==> config.mk <==
export PLATFORM = sky130hd
export DESIGN_NAME = utkp_cfg
export DESIGN_NICKNAME = d
export VERILOG_FILES = /design/src/hdl/utkp_pkg.sv /design/src/hdl/utkp_cfg.sv
export SDC_FILE = /design/constraint.sdc
export NUM_CORES = 1
export LEC_CHECK = 0
export BUFFER_PORTS_ARGS = -buffer_cell sky130_fd_sc_hd__clkbuf_2
export CORE_AREA = 2 2 54 56
export DETAILED_ROUTE_END_ITERATION = 7
export DIE_AREA = 0 0 56 58
export PLACE_DENSITY = 0.81
export REMOVE_ABC_BUFFERS = 1
export SLEW_MARGIN = 20
export SYNTH_ARGS = -nofsm -noshare
export SYNTH_HDL_FRONTEND = slang
export SYNTH_SLANG_ARGS = --single-unit
==> constraint.sdc <==
create_clock -name i_clk -period 2.07 [get_ports i_clk]
set_input_delay 0.414 -clock i_clk [delete_from_list [all_inputs] [get_ports i_clk]]
set_output_delay 0.414 -clock i_clk [all_outputs]
set_load 0.01 [all_outputs]
==> src/hdl/utkp_pkg.sv <==
// ----------------------------------------------------------------------------
// utkp_pkg
// Shared widths, codes and the saturating absolute value for the top-k picker.
// ----------------------------------------------------------------------------
`default_nettype none

package utkp_pkg;

    localparam int KIND_W  = 2;
    localparam int SCORE_W = 32;
    localparam int ID_W    = 12;
    localparam int PICK_W  = 5;
    localparam int OBJ_W   = 13;
    localparam int DATA_W  = 32;
    localparam int ADDR_W  = 3;

    localparam logic [KIND_W-1:0] KIND_SCORE   = 2'd0;
    localparam logic [KIND_W-1:0] KIND_REMOVE  = 2'd1;
    localparam logic [KIND_W-1:0] KIND_RESTART = 2'd2;

    localparam logic REG_PICK_COUNT   = 1'b0;
    localparam logic REG_OBJECT_COUNT = 1'b1;

    localparam logic [PICK_W-1:0] PICK_RESET = 5'd1;
    localparam logic [OBJ_W-1:0]  OBJ_RESET  = 13'd4096;

    localparam logic [SCORE_W-1:0] SCORE_MIN = 32'h8000_0000;
    localparam logic [SCORE_W-1:0] SCORE_MAX = 32'h7FFF_FFFF;

    // |s| with the most negative value clipped to the largest positive one
    function automatic logic [SCORE_W-1:0] sat_abs(input logic [SCORE_W-1:0] s);
        logic [SCORE_W-1:0] r;
        if (s == SCORE_MIN) begin
            r = SCORE_MAX;
        end else if (s[SCORE_W-1]) begin
            r = (~s) + 32'd1;
        end else begin
            r = s;
        end
        return r;
    endfunction

endpackage

`default_nettype wire

==> src/hdl/utkp_cfg.sv <==
// ----------------------------------------------------------------------------
// utkp_cfg
// APB register file holding pick_count and object_count.
// ----------------------------------------------------------------------------
`default_nettype none

module utkp_cfg (
    input  wire                          i_clk,
    input  wire                          i_rst_n,
    input  wire                          psel,
    input  wire                          penable,
    input  wire                          pwrite,
    input  wire [utkp_pkg::ADDR_W-1:0]   paddr,
    input  wire [utkp_pkg::DATA_W-1:0]   pwdata,
    output logic [utkp_pkg::DATA_W-1:0]  prdata,
    output logic                         pready,
    output logic [utkp_pkg::PICK_W-1:0]  o_pick_count,
    output logic [utkp_pkg::OBJ_W-1:0]   o_object_count
);
    import utkp_pkg::*;

    logic [PICK_W-1:0] r_pick_count;
    logic [OBJ_W-1:0]  r_object_count;
    logic              w_wr;

    assign pready = 1'b1;
    assign w_wr   = psel & penable & pwrite;

    always_ff @(posedge i_clk) begin
        if (!i_rst_n) begin
            r_pick_count   <= PICK_RESET;
            r_object_count <= OBJ_RESET;
        end else if (w_wr) begin
            case (paddr[2])
                REG_PICK_COUNT:   r_pick_count   <= pwdata[PICK_W-1:0];
                REG_OBJECT_COUNT: r_object_count <= pwdata[OBJ_W-1:0];
                default: ;
            endcase
        end
    end

    always_comb begin
        case (paddr[2])
            REG_PICK_COUNT:   prdata = DATA_W'(r_pick_count);
            REG_OBJECT_COUNT: prdata = DATA_W'(r_object_count);
            default:          prdata = '0;
        endcase
    end

    assign o_pick_count   = r_pick_count;
    assign o_object_count = r_object_count;
endmodule

`default_nettype wire

==> metrics <==
outcome completed; setup repair bufs after CTS 0; gate count of the mapped netlist between 100 and 150; maximum number of pins on one net before global-route repair 33; first drt pass iteration count 4; clock slew at reported path FFs 0.10 ns; number of cells traversed by the worst register-to-register path 2; capture point of the worst path prdata[2]; final setup slack of the worst path about 0.46 ns; GRT Max-Usage Layer met2; level count of the clock H-tree 1; width of the die ~56 um; worst-skew pair later-pin latency approximately 0.28 ns; standard-cell row count 19; WL per Instance 9.96 um; total area of multi-input combinational cells roughly 520 um2; Distinct cells, synth 13; CTS root buf clkbuf_4; type of the tightest min-delay check in -> reg; launch point of the critical path paddr[2]; global-route wire length before repair between 2000 and 3000 um; minimum setup slack after placement between 0.4 and 0.5 ns; I/O Buffers between 40 and 50; All-Layer GR Usage 11.3%; max-cap viol count 0; ratio of final minimum period to clock period 77.5%; Final Skew 0 ns; endpoint of the lowest-slack register-to-register path o_object_count[9]; hold-fix buffer count after cts 0; critical path arrival 1.19 ns; post-route worst hold slack about 0.34 ns; met1 demand-to-capacity share in global routing about 14%; setup slack of the worst register-to-register path around 1.4 ns; setup_tns 0 ns; data required time at the worst endpoint approximately 1.7 ns; gr ovfl total 0; crit path max fanout 15; number of clock buffers inserted by TritonCTS 3; final core utilization between 40% and 50%; area of the die approximately 0.0032 mm2; vias around 820; type of element launching the critical path input port; DRC 0; growth of design area from synthesis to finish 20.8%; area of placed instances 0.00117 mm2; GR Layer Usage met2 approximately a fifth; antenna diode count 0; setup repair after global routing missed its margin false; total power density per cell area ~550 mW/mm2; number of antenna violations at the first check in global routing 0; number of nets with antenna violations after routing 0; highest attainable clock frequency a little over 0.6 GHz; final hold viol count 0; final count of negative-setup-slack endpoints 0; path type of the worst setup path in -> out; number of global-route vias before repair 668; IO Count 91; half-perimeter wire length after placement 1420 um; worst slew pin tran 0.587 ns; Die Height a little under 60 um; clock sink count 18; post-layout min period roughly 1.6 ns; Max Root-Sink Buffers 2; Std-Cell Core Area about 0.0027 mm2; number of register bits inferred by synthesis 18; Crit Reg-Reg Startpoint o_object_count[9]; drt first-iter violations 11; GPL Wtd Cong 0.635; total wire length after detailed routing about 1900 um; post-layout net count about 200; post-synthesis instance area approximately 0.0010 mm2; Seq/Total Area, Yosys 36.0%; TritonCTS clock tree done; endpoint class of the critical path primary output; Post-Syn Area per Cell 9.03 um2; final standard cell area without fillers approximately 0.0012 mm2; max_slew headroom approximately three fifths; fraction of layout instances using a drive strength above 1 between 30% and 40%; number of cells upsized or downsized after cts 0; static power due to leakage approximately 0.00064 uW; Slew Limit Fails 0; Max rail drop VDD roughly 0.27 mV; detailed-route vias per instance between 4 and 5; met3 layer usage reported by global route under 10%; number of filler instances in the final layout roughly 270; area used by sequential logic in the layout 360 um2; Initial Utilization ~38%; number of warnings reported in the yosys synthesis log 0
[cells in the final DEF, fill, tap and decap left out]
master / n
clkbuf_2: 49
nand4b_2: 1
nand2_1: 28
clkbuf_8: 1
clkbuf_4: 3
dfxtp_1: 18
conb_1: 20
mux2_2: 5
nor2b_1: 4
buf_4: 2
and4_1: 1
and2_1: 8
mux2i_1: 18
[worst max-delay path: stages]
cell      delay, ns
clkbuf_2       0.27
mux2_2         0.38
clkbuf_2       0.13
[synth_stat cells, drive strengths merged]
library cell  count  area share (%)
clkbuf            3             1.1
mux2              5             5.6
buf              23              18
and2              8             5.0
nand2            28              10
nand4b            1             1.5
mux2i            18              18
conb              2            0.75
nor2b             4             2.5
and4              1            0.87
dfxtp            18              36
[report_power, final]
group,internal [uW],switching [uW]
clock network,107,105
registers,354,5.25
logic,38.8,58.3
total,500,169
[layout make-up]
class                      instances  area share [%]
clock buffer                       4            3.00
multi-input combinational         85            42.6
sequential                        18            29.8
tap                               31            3.20
timing repair buffer              51            21.5
[how the worst min path moves through the flow]
stage / from / endpoint / slack [ns] / cells past startpoint
after detailed placement: o_object_count[1] / o_object_count[1] / 0.47 / 2
after floorplan: o_object_count[10] / o_object_count[10] / 0.49 / 2
after CTS: pwdata[5] / o_object_count[5] / 0.33 / 3
after global placement: o_object_count[8] / o_object_count[8] / 0.46 / 2
after global routing: pwdata[8] / o_object_count[8] / 0.34 / 3
final: pwdata[5] / o_object_count[5] / 0.34 / 3
[routing by layer]
metal  up-vias  part of all wire [%]
met5         -                     0
met4         0                     0
met3         0                    10
met2        50                    46
met1       361                    44
li1        412                     -
[sequential cells by signal, indices dropped and copies added, names as in the netlist]
signal,cells
o_object_count,13
o_pick_count,5
[kinds of logic (layout without fill, tap and decap cells)]
kind of cell           Yosys count  count (layout)  share of synthesized area, %
AND/OR/NAND/NOR                 42              42                          20.3
other                            2              20                         0.749
flip-flops                      18              18                          36.0
multiplexers                    23              23                          23.6
buffers and inverters           26              55                          19.4
[per-stage QoR]
stage / instances / power (uW)
CTS: 189 / 681
finish: 189 / 668
global route: 189 / 705
detailed placement: 185 / 465
global placement: 185 / 463
floorplan: 103 / 417
Power figures use the tool's default switching activity.
