`src/hdl/utkp_pkg.sv`:
```
// ----------------------------------------------------------------------------
// utkp_pkg
// Shared widths, codes and the saturating absolute value for the top-k picker.
// ----------------------------------------------------------------------------
`default_nettype none

package utkp_pkg;

    localparam int KIND_W  = 2;
    localparam int SCORE_W = 32;
    localparam int ID_W    = 12;
    localparam int PICK_W  = 5;
    localparam int OBJ_W   = 13;
    localparam int DATA_W  = 32;
    localparam int ADDR_W  = 3;

    localparam logic [KIND_W-1:0] KIND_SCORE   = 2'd0;
    localparam logic [KIND_W-1:0] KIND_REMOVE  = 2'd1;
    localparam logic [KIND_W-1:0] KIND_RESTART = 2'd2;

    localparam logic REG_PICK_COUNT   = 1'b0;
    localparam logic REG_OBJECT_COUNT = 1'b1;

    localparam logic [PICK_W-1:0] PICK_RESET = 5'd1;
    localparam logic [OBJ_W-1:0]  OBJ_RESET  = 13'd4096;

    localparam logic [SCORE_W-1:0] SCORE_MIN = 32'h8000_0000;
    localparam logic [SCORE_W-1:0] SCORE_MAX = 32'h7FFF_FFFF;

    // |s| with the most negative value clipped to the largest positive one
    function automatic logic [SCORE_W-1:0] sat_abs(input logic [SCORE_W-1:0] s);
        logic [SCORE_W-1:0] r;
        if (s == SCORE_MIN) begin
            r = SCORE_MAX;
        end else if (s[SCORE_W-1]) begin
            r = (~s) + 32'd1;
        end else begin
            r = s;
        end
        return r;
    endfunction

endpackage

`default_nettype wire

```
`src/hdl/utkp_cand.sv`:
```
// ----------------------------------------------------------------------------
// utkp_cand
// Sorted candidate list with one read port and the shared magnitude compare.
// ----------------------------------------------------------------------------
`default_nettype none

module utkp_cand #(
    parameter int MAX_PICKS = 16,
    parameter int PW        = 12
) (
    input  wire                                i_clk,
    input  wire [((MAX_PICKS > 1) ? $clog2(MAX_PICKS) : 1)-1:0] i_rd_idx,
    input  wire [utkp_pkg::SCORE_W-1:0]        i_key,
    input  wire                                i_wr_en,
    input  wire [((MAX_PICKS > 1) ? $clog2(MAX_PICKS) : 1)-1:0] i_wr_idx,
    input  wire [utkp_pkg::SCORE_W-1:0]        i_wr_score,
    input  wire [PW-1:0]                       i_wr_pos,
    output logic [utkp_pkg::SCORE_W-1:0]       o_rd_score,
    output logic [PW-1:0]                      o_rd_pos,
    output logic                               o_less
);
    import utkp_pkg::*;

    logic [SCORE_W-1:0] r_score [MAX_PICKS];
    logic [PW-1:0]      r_pos   [MAX_PICKS];

    always_ff @(posedge i_clk) begin
        if (i_wr_en) begin
            r_score[i_wr_idx] <= i_wr_score;
            r_pos[i_wr_idx]   <= i_wr_pos;
        end
    end

    assign o_rd_score = r_score[i_rd_idx];
    assign o_rd_pos   = r_pos[i_rd_idx];
    assign o_less     = i_key < sat_abs(o_rd_score);
endmodule

`default_nettype wire

```
`config.mk`:
```
export PLATFORM = sky130hd
export DESIGN_NAME = utkp_cand
export DESIGN_NICKNAME = d
export VERILOG_FILES = /design/src/hdl/utkp_pkg.sv /design/src/hdl/utkp_cand.sv
export SDC_FILE = /design/constraint.sdc
export NUM_CORES = 1
export LEC_CHECK = 0
export BUFFER_PORTS_ARGS = -buffer_cell sky130_fd_sc_hd__buf_2
export CORE_MARGIN = 4
export CORE_UTILIZATION = 60
export CTS_BUF_LIST = sky130_fd_sc_hd__clkbuf_4
export CTS_CLUSTER_SIZE = 14
export DETAILED_ROUTE_END_ITERATION = 16
export PLACE_DENSITY = 0.78
export REMOVE_ABC_BUFFERS = 1
export SLEW_MARGIN = 25
export SYNTH_ARGS = -nofsm -noshare
export SYNTH_HDL_FRONTEND = slang
export SYNTH_SLANG_ARGS = --single-unit
```
`constraint.sdc`:
```
create_clock -name i_clk -period 21.2 [get_ports i_clk]
set_input_delay 4.24 -clock i_clk [delete_from_list [all_inputs] [get_ports i_clk]]
set_output_delay 4.24 -clock i_clk [all_outputs]
set_load 0.01 [all_outputs]
```
==> flow_metrics.py, run 1 <==
metrics = {
    "outcome": {
        "status": "finished clean",
    },
    "logic_synthesis": {
        "ys.flop_type": "edfxtp_1",
        "synth_common_cells": "704 x edfxtp_1, 180 x mux4_2, 55 x nor2_1",
        "synthMuxAreaShare_pct": 15.9,
        "synth_cell_types": 68,
        "synth-xor-area-share_pct": 0.526,
        "synth_largest_area_cell": "edfxtp_1",
        "ys_warn_count": 0,
        "synth-simple-area-share_pct": 2.89,
        "syn-cell-area_um2": 28300,
        "synthTopCellsByArea": "edfxtp_1 75%, mux4_2 14%, ha_1 1.4%, mux2i_1 1.3%, a22oi_1 0.87%",
        "synth_top_family_by_area": "multiplexers",
        "synth_most_common_cell": "edfxtp_1",
        "yosys.area.top_type_share_pct": 74.6,
        "netlist_instances": 1332,
        "synth_edf_count": 704,
        "synth_fa_ha_area_share_pct": 1.41,
        "synth_compound_area_share_pct": 3.15,
        "synth.avg_cell_area_um2": 21.3,
        "synth-seq-cells": 704,
        "ys_seq_area_share_pct": 74.6,
        "synthArstFlopShare_pct": 0,
    },
    "timing": {
        "max_slew.worst_pin.slew_ns": 1.07,
        "slew_viol_final": 0,
        "period_share_pct": 71.0,
        "hold_viol": 0,
        "min_period_ns": 15.06,
        "max_freq_ghz": 0.0664,
        "tns_ns": 0,
        "rsz0062_at_grt": "false",
        "setup_viol": 0,
        "worst_slack_ns": 6.14,
        "relSlewSlack_pct": 28.6,
    },
    "power_and_ir_drop": {
        "p_leak_nw": 10.7,
        "seq_power_share_pct": 54.7,
        "intPower_mw": 2.21,
        "p_switching_mw": 0.648,
        "p_per_area_nw_per_um2": 89.9,
        "power.clock.fraction_pct": 37.0,
        "vdd_drop_max_mv": 0.0646,
        "swShare_pct": 22.6,
        "p_comb_share_pct": 8.3,
    },
    "global_route": {
        "grt_max_degree": 91,
        "grt_pass1_vias": 15500,
        "grt_overflow_total": 0,
        "grt_pass1_wl_mm": 95.6,
        "grt.total_usage_pct": 26.3,
        "antenna_found_initial": 8,
    },
    "floorplanning": {
        "die_width_um": 225,
        "rows": 79,
        "die_y_um": 225,
        "die-area_um2": 50800,
        "coreArea_um2": 46700,
        "io_pins": 131,
        "start_util_pct": 60.7,
    },
    "clock_tree": {
        "cts_tree": "done",
        "cts_resized": 0,
        "cts.clk_slew.worst_paths_ns": 0.07,
        "clock-sinks": 704,
        "cts_buffers": 168,
        "clock-root-buffer": "clkbuf_4",
        "cts_hold_buf": 0,
        "htreeDepth": 4,
        "post_cts_buffers": 0,
        "clockBufferDepth": 3,
    },
    "setup_path": {
        "cp_max_fo": 46,
        "criticalPathCategory": "in2out",
        "critPathLaunchType": "input port",
        "worst_ep_arrival_time_ns": 10.82,
        "critPathCaptureType": "output port",
        "worstPathRequired_ns": 16.96,
    },
    "finish": {
        "nets": 1716,
        "syn2layout_area_growth_pct": 12.4,
        "drive_gt1_share_pct": 37.3,
    },
    "hold_path": {
        "hold_class": "in2reg",
    },
    "place": {
        "dp_hpwl_mm": 34.8,
        "place_congestion": 0.928,
        "io_buffers": 130,
        "place_ws_ns": 6.08,
    },
    "detailed_routing": {
        "avgViaCountPerCell": 6.37,
        "wl_mm": 64.7,
        "ant_nets": 0,
        "wire_per_inst_um": 27.8,
        "drc_errors": 0,
        "route.vias.total": 14800,
        "drt_pass1_iterations": 5,
        "drt-initial-drc-count": 1800,
    },
    "job": {
        "drv_cap": 0,
    },
}
[per-stage QoR]
stage | util [%] | total power [mW] | instances | cell area [um^2] | hold WS [ns]
after floorplan | - | 1.73 | 1268 | 28000 | 4.34
after global placement | 63.7 | 1.82 | 2033 | 29700 | 4.60
after detailed placement | 63.8 | 1.83 | 2035 | 29700 | 4.62
after CTS | 68.2 | 2.89 | 2319 | 31800 | 3.52
after global routing | 68.2 | 2.99 | 2324 | 31800 | 3.54
final | 68.2 | 2.86 | 2326 | 31800 | 3.62
[state kept, by name, summed over array words and instances, names as in the netlist]
name,flops
r_score,512
r_pos,192
[final timing paths]
check | slack [ns] | startpoint | end | depth (start not counted)
worst max-delay path | 6.14 | i_rd_idx[0] | o_less | 22
worst min-delay path | 3.62 | i_wr_score[12] | r_score[11][12] | 1
[cell families after synthesis]
logic type               count (synthesis)
AO/OA/AOI/OAI                          124
AND/OR/NAND/NOR                        155
multiplexers                           225
flip-flops                             704
XOR/XNOR                                17
buffers and inverters                   75
adder cells (fa/ha/maj)                 32
[per-layer routing]
| layer | wire length (um) | track usage (%) | vias up |
|---|---|---|---|
| met5 | 27 | 0 | - |
| met4 | 1430 | 8.40 | 4 |
| met3 | 7290 | 8.83 | 91 |
| met2 | 30600 | 39.4 | 864 |
| met1 | 25300 | 37.4 | 7582 |
| li1 | - | - | 6268 |
[power groups by stage]
stage	Clock, mW	Sequential (mW)	Combinational, mW
detailed placement	0	1.60	0.237
floorplan	0	1.60	0.130
finish	1.06	1.57	0.238
global placement	0	1.59	0.231
global route	1.17	1.57	0.257
CTS	1.08	1.57	0.238
[worst max-delay path: stages]
cell	delay (ns)
buf_8	0.41
buf_4	0.74
buf_4	0.81
mux4_2	0.60
a22oi_1	0.25
nand2_1	0.18
nor4_2	0.42
nand3_1	0.40
nor4_4	0.47
buf_4	0.25
buf_4	0.20
nor2_1	0.07
ha_1	0.30
a21o_1	0.19
a21o_1	0.19
a21oi_1	0.15
o21a_1	0.13
o21ai_0	0.11
nor2_1	0.12
o31ai_1	0.09
a211oi_1	0.25
buf_2	0.17
[layout make-up]
cell class	count	area [um^2]
diodes	7	17.5
multi-input cells	553	6910
well taps	607	759
clock inverters	40	231
inverters	11	41.3
repair buffers	160	900
clock buffers	244	1830
flip-flops and latches	704	21100
fillers	2958	14800
[placed cells by master (no fill, tap or decap), types with 12 or more instances in the layout]
cell / n
buf_2: 128
o21ai_0: 18
a221oi_1: 13
ha_1: 32
mux2i_1: 36
a22oi_1: 33
buf_4: 28
nor2_1: 43
clkinv_1: 31
a21o_1: 12
nand2_1: 35
mux4_2: 180
nor2_4: 12
edfxtp_1: 704
a21oi_1: 17
clkbuf_4: 244
Note: power is estimated with default switching activity, not from simulation.
==> run 2: changes to the inputs <==
==> constraint.sdc (replaced) <==
create_clock -name i_clk -period 14.1 [get_ports i_clk]
set_input_delay 2.82 -clock i_clk [delete_from_list [all_inputs] [get_ports i_clk]]
set_output_delay 2.82 -clock i_clk [all_outputs]
set_load 0.01 [all_outputs]
==> flow_metrics.py, run 2 (synthesis results as in run 1) <==
metrics = {
    "outcome": {
        "status": "finished clean",
    },
    "floorplanning": {
        "coreArea_um2": 46700,
        "io_pins": 131,
        "die_y_um": 225,
        "start_util_pct": 60.7,
        "die_width_um": 225,
        "rows": 79,
        "die-area_um2": 50800,
    },
    "finish": {
        "final_common_cell": "edfxtp_1",
        "largest_reg_flops": 512,
        "syn2layout_area_growth_pct": 12.4,
        "largest-register": "r_score",
        "final_cells": 2345,
        "seq_area_um2": 21100,
        "final_util_pct": 68.2,
        "drive_gt1_share_pct": 37.3,
        "multi_input_area_um2": 6910,
        "nets": 1721,
        "largestRegisters": "r_score: 512 flops, r_pos: 192 flops",
        "final_cell_mix": "704 x edfxtp_1, 246 x clkbuf_4, 180 x mux4_2",
        "fill_cells": 2985,
    },
    "clock_tree": {
        "post_cts_buffers": 0,
        "cts_hold_buf": 0,
        "cts_tree": "done",
        "cts_resized": 0,
        "clock-root-buffer": "clkbuf_4",
        "htreeDepth": 4,
        "cts.clk_slew.worst_paths_ns": 0.07,
        "clock-sinks": 704,
        "cts_buffers": 172,
        "clockBufferDepth": 3,
    },
    "timing": {
        "max_freq_ghz": 0.0861,
        "min_period_ns": 11.62,
        "relSlewSlack_pct": 36.5,
        "period_share_pct": 82.4,
        "rsz0062_at_grt": "false",
        "max_slew.worst_pin.slew_ns": 0.952,
        "worst_slack_ns": 2.48,
        "tns_ns": 0,
        "hold_viol": 0,
        "setup_viol": 0,
        "slew_viol_final": 0,
    },
    "place": {
        "dp_hpwl_mm": 34.8,
        "dpl.cell_count": 2036,
        "place_ws_ns": 2.60,
        "place_congestion": 0.891,
        "io_buffers": 130,
    },
    "setup_path": {
        "cp_max_fo": 79,
        "worstPathRequired_ns": 11.28,
        "cp_cell_sequence": "buf_8 > buf_4 > mux2i_1 > a221oi_1 > o21ai_0 > nand4b_1 > or4_4 > nor4_4 > buf_4 > nor2_1 > ha_1 > a21o_1 > a21o_1 > a21oi_1 > o21a_1 > o21ai_0 > nor2_1 > o31ai_1 > a211oi_1 > buf_2",
        "critPathLaunchType": "input port",
        "criticalPathCategory": "in2out",
        "critPathCaptureType": "output port",
        "slowest_stage": "buf_4",
        "critPathMaxStageDelay_ns": 0.75,
        "cp_top_family": "buffers and inverters",
        "cp_num_buf_inv": 4,
        "worst_ep_arrival_time_ns": 8.80,
    },
    "detailed_routing": {
        "ant_nets": 0,
        "avgViaCountPerCell": 6.39,
        "drt-initial-drc-count": 1864,
        "drc_errors": 0,
        "route.vias.total": 15000,
        "drt_pass1_iterations": 5,
        "wire_per_inst_um": 27.6,
        "wl_mm": 64.8,
    },
    "global_route": {
        "antenna_found_initial": 5,
        "grt_pass1_wl_mm": 95.8,
        "grt_max_degree": 80,
        "grt_pass1_vias": 15500,
        "grt.total_usage_pct": 26.2,
        "grt_overflow_total": 0,
    },
    "power_and_ir_drop": {
        "seq_power_share_pct": 55.1,
        "p_comb_share_pct": 8.3,
        "p_switching_mw": 0.988,
        "p_total_mw": 4.28,
        "swShare_pct": 23.1,
        "vdd_drop_max_mv": 0.0861,
        "p_per_area_nw_per_um2": 134,
        "p_leak_nw": 10.7,
        "power.clock.fraction_pct": 36.6,
        "intPower_mw": 3.29,
    },
    "job": {
        "drv_cap": 0,
    },
    "hold_path": {
        "hold_class": "in2reg",
    },
}
-- run 2: cell count changes in the layout (fill, tap and decap cells not counted), sizes merged --
cell    previous run  this run
clkinv            33        48
diode              7         8
bufinv             3         0
clkbuf           244       246
buf              160       161
inv               15        18
-- run 2: worst paths after layout --
kind     startpoint            end  slack, ns  cells past startpoint
max     i_rd_idx[0]         o_less       2.48                     20
min   i_wr_score[4]  r_score[5][4]       2.21                      1
-- run 2: cell type report --
type                    count  area share [%]
multi-input cells         553            21.7
flip-flops and latches    704            66.4
clock buffers             246            5.80
well taps                 607            2.39
diodes                      8          0.0629
repair buffers            161            2.83
clock inverters            55           0.672
inverters                  11           0.130
-- run 2: routing by layer --
| layer | wire length, um | global-route usage, % | vias up |
|---|---|---|---|
| met5 | 13 | 0 | - |
| met4 | 1190 | 7.25 | 2 |
| met3 | 6720 | 8.10 | 102 |
| met2 | 31600 | 40.2 | 819 |
| met1 | 25200 | 37.5 | 7757 |
| li1 | - | - | 6310 |
-- run 2: power groups by stage --
| stage | Clock (mW) | Sequential, mW | Combinational [mW] |
|---|---|---|---|
| final | 1.57 | 2.35 | 0.357 |
| after detailed placement | 0 | 2.40 | 0.354 |
| after CTS | 1.60 | 2.35 | 0.356 |
| after floorplan | 0 | 2.40 | 0.196 |
| after global placement | 0 | 2.40 | 0.344 |
| after global routing | 1.72 | 2.36 | 0.385 |
-- run 2: per-stage QoR --
| step | hold slack [ns] | area (um^2) |
|---|---|---|
| after floorplan | 2.92 | 28000 |
| after global placement | 3.18 | 29700 |
| after detailed placement | 3.21 | 29700 |
| after CTS | 2.12 | 31800 |
| after global routing | 2.14 | 31800 |
| final | 2.21 | 31800 |
==> run 3: changes to the inputs <==
--- a/config.mk
+++ b/config.mk
@@ -7,7 +7,7 @@
 export LEC_CHECK = 0
 export BUFFER_PORTS_ARGS = -buffer_cell sky130_fd_sc_hd__buf_2
 export CORE_MARGIN = 4
-export CORE_UTILIZATION = 60
+export CORE_UTILIZATION = 57
 export CTS_BUF_LIST = sky130_fd_sc_hd__clkbuf_4
 export CTS_CLUSTER_SIZE = 14
 export DETAILED_ROUTE_END_ITERATION = 16
==> constraint.sdc (replaced) <==
create_clock -name i_clk -period 10 [get_ports i_clk]
set_input_delay 2 -clock i_clk [delete_from_list [all_inputs] [get_ports i_clk]]
set_output_delay 2 -clock i_clk [all_outputs]
set_load 0.01 [all_outputs]
==> flow_metrics.py, run 3 (synthesis results as in run 1) <==
metrics = {
    "finish": {
        "final_cell_mix": "704 x edfxtp_1, 226 x clkbuf_4, 180 x mux4_2",
        "seq_area_um2": 21100,
        "largest_reg_flops": 512,
        "nets": 1731,
        "largestRegisters": "r_score: 512 flops, r_pos: 192 flops",
        "syn2layout_area_growth_pct": 12.3,
        "largest-register": "r_score",
        "multi_input_area_um2": 6910,
        "final_common_cell": "edfxtp_1",
        "fill_cells": 3282,
        "drive_gt1_share_pct": 37.1,
    },
    "timing": {
        "min_period_ns": 9.30,
        "tns_ns": 0,
        "period_share_pct": 93.0,
        "relSlewSlack_pct": 34.1,
        "hold_viol": 0,
        "slew_viol_final": 0,
        "setup_viol": 0,
        "max_slew.worst_pin.slew_ns": 0.985,
        "rsz0062_at_grt": "false",
        "max_freq_ghz": 0.107,
        "whs_ns": 1.41,
    },
    "clock_tree": {
        "cts_tree": "done",
        "cts_resized": 0,
        "htreeDepth": 4,
        "cts.clk_slew.worst_paths_ns": 0.07,
        "clock-root-buffer": "clkbuf_4",
        "clock-sinks": 704,
        "cts_hold_buf": 0,
        "clockBufferDepth": 3,
        "post_cts_buffers": 0,
        "cts_buffers": 167,
    },
    "detailed_routing": {
        "route.vias.total": 15000,
        "drc_errors": 0,
        "drt-initial-drc-count": 1815,
        "drt_pass1_iterations": 5,
        "wl_mm": 65.5,
        "avgViaCountPerCell": 6.30,
        "ant_nets": 0,
        "wire_per_inst_um": 27.5,
    },
    "place": {
        "place_congestion": 0.909,
        "dp_hpwl_mm": 37.3,
        "io_buffers": 130,
    },
    "floorplanning": {
        "die_width_um": 231,
        "die_y_um": 231,
        "start_util_pct": 57.7,
        "die-area_um2": 53300,
        "io_pins": 131,
        "rows": 81,
        "coreArea_um2": 49100,
    },
    "hold_path": {
        "hold_class": "in2reg",
        "hold_depth": 1,
        "worstHoldStart": "i_wr_score[29]",
        "hold_end": "r_score[10][29]",
    },
    "setup_path": {
        "worstPathRequired_ns": 8.00,
        "worst_ep_arrival_time_ns": 7.30,
        "criticalPathCategory": "in2out",
        "cp_max_fo": 49,
        "critPathLaunchType": "input port",
        "critPathCaptureType": "output port",
    },
    "global_route": {
        "grt_overflow_total": 0,
        "antenna_found_initial": 10,
        "grt_max_degree": 57,
        "grt_pass1_vias": 15500,
        "grt.total_usage_pct": 25.2,
        "grt_pass1_wl_mm": 97.4,
    },
    "power_and_ir_drop": {
        "vdd_drop_max_mv": 0.145,
        "p_per_area_nw_per_um2": 185,
        "p_total_mw": 5.90,
        "p_leak_nw": 10.6,
    },
    "job": {
        "drv_cap": 0,
    },
    "outcome": {
        "status": "finished clean",
    },
}
run 3: power by group:
part	total, mW	internal (mW)	switching, mW
clock	2.06	1.03	1.03
sequential	3.32	3.31	0.0138
combinational	0.513	0.205	0.308
run 3: metal layers:
| layer | track usage [%] | wire length, um | up-vias |
|---|---|---|---|
| met3 | 8.48 | 7090 | 118 |
| met1 | 34.9 | 25600 | 7691 |
| met5 | 0 | 92 | - |
| met2 | 38.3 | 31200 | 871 |
| met4 | 8.63 | 1500 | 14 |
| li1 | - | - | 6280 |
run 3: stage by stage:
stage	cell area (um^2)	util [%]	setup slack (ns)	instances
after global routing	31800	64.9	0.280	2376
after detailed placement	30000	61.1	0.786	2108
final	31800	64.9	0.696	2377
after CTS	31800	64.8	0.765	2371
after floorplan	28000	-	0.900	1268
after global placement	30000	61.1	0.868	2108
run 3: worst max path at each step:
stage	from	to	slack, ns	cells after the start
2_1_floorplan	i_rd_idx[3]	o_less	0.90	16
3_3_place_gp	i_rd_idx[0]	o_less	0.87	20
3_5_place_dp	i_rd_idx[0]	o_less	0.79	19
4_1_cts	i_rd_idx[1]	o_less	0.76	21
5_1_grt	i_rd_idx[0]	o_less	0.28	20
6_report	i_rd_idx[1]	o_less	0.70	21
run 3: critical path, stage by stage:
cell	delay [ns]
buf_6	0.39
buf_4	0.49
buf_4	0.32
mux4_2	0.33
mux2i_1	0.19
mux2i_1	0.21
nor3_1	0.31
nand3_1	0.36
nor4_4	0.64
nor3_1	0.12
a21o_1	0.18
ha_1	0.29
a21o_1	0.19
a21o_1	0.18
a21o_1	0.17
a21oi_1	0.15
nor2b_1	0.06
o21ai_0	0.14
a2111oi_0	0.12
a211oi_1	0.20
buf_2	0.17
run 3: layout make-up:
class | count | share of cell area, %
Sequential cell | 704 | 66.4
Clock inverter | 37 | 0.460
Inverter | 11 | 0.130
Timing Repair Buffer | 176 | 3.26
Multi-Input combinational cell | 553 | 21.7
Clock buffer | 226 | 5.33
Tap cell | 664 | 2.61
Antenna cell | 6 | 0.0472
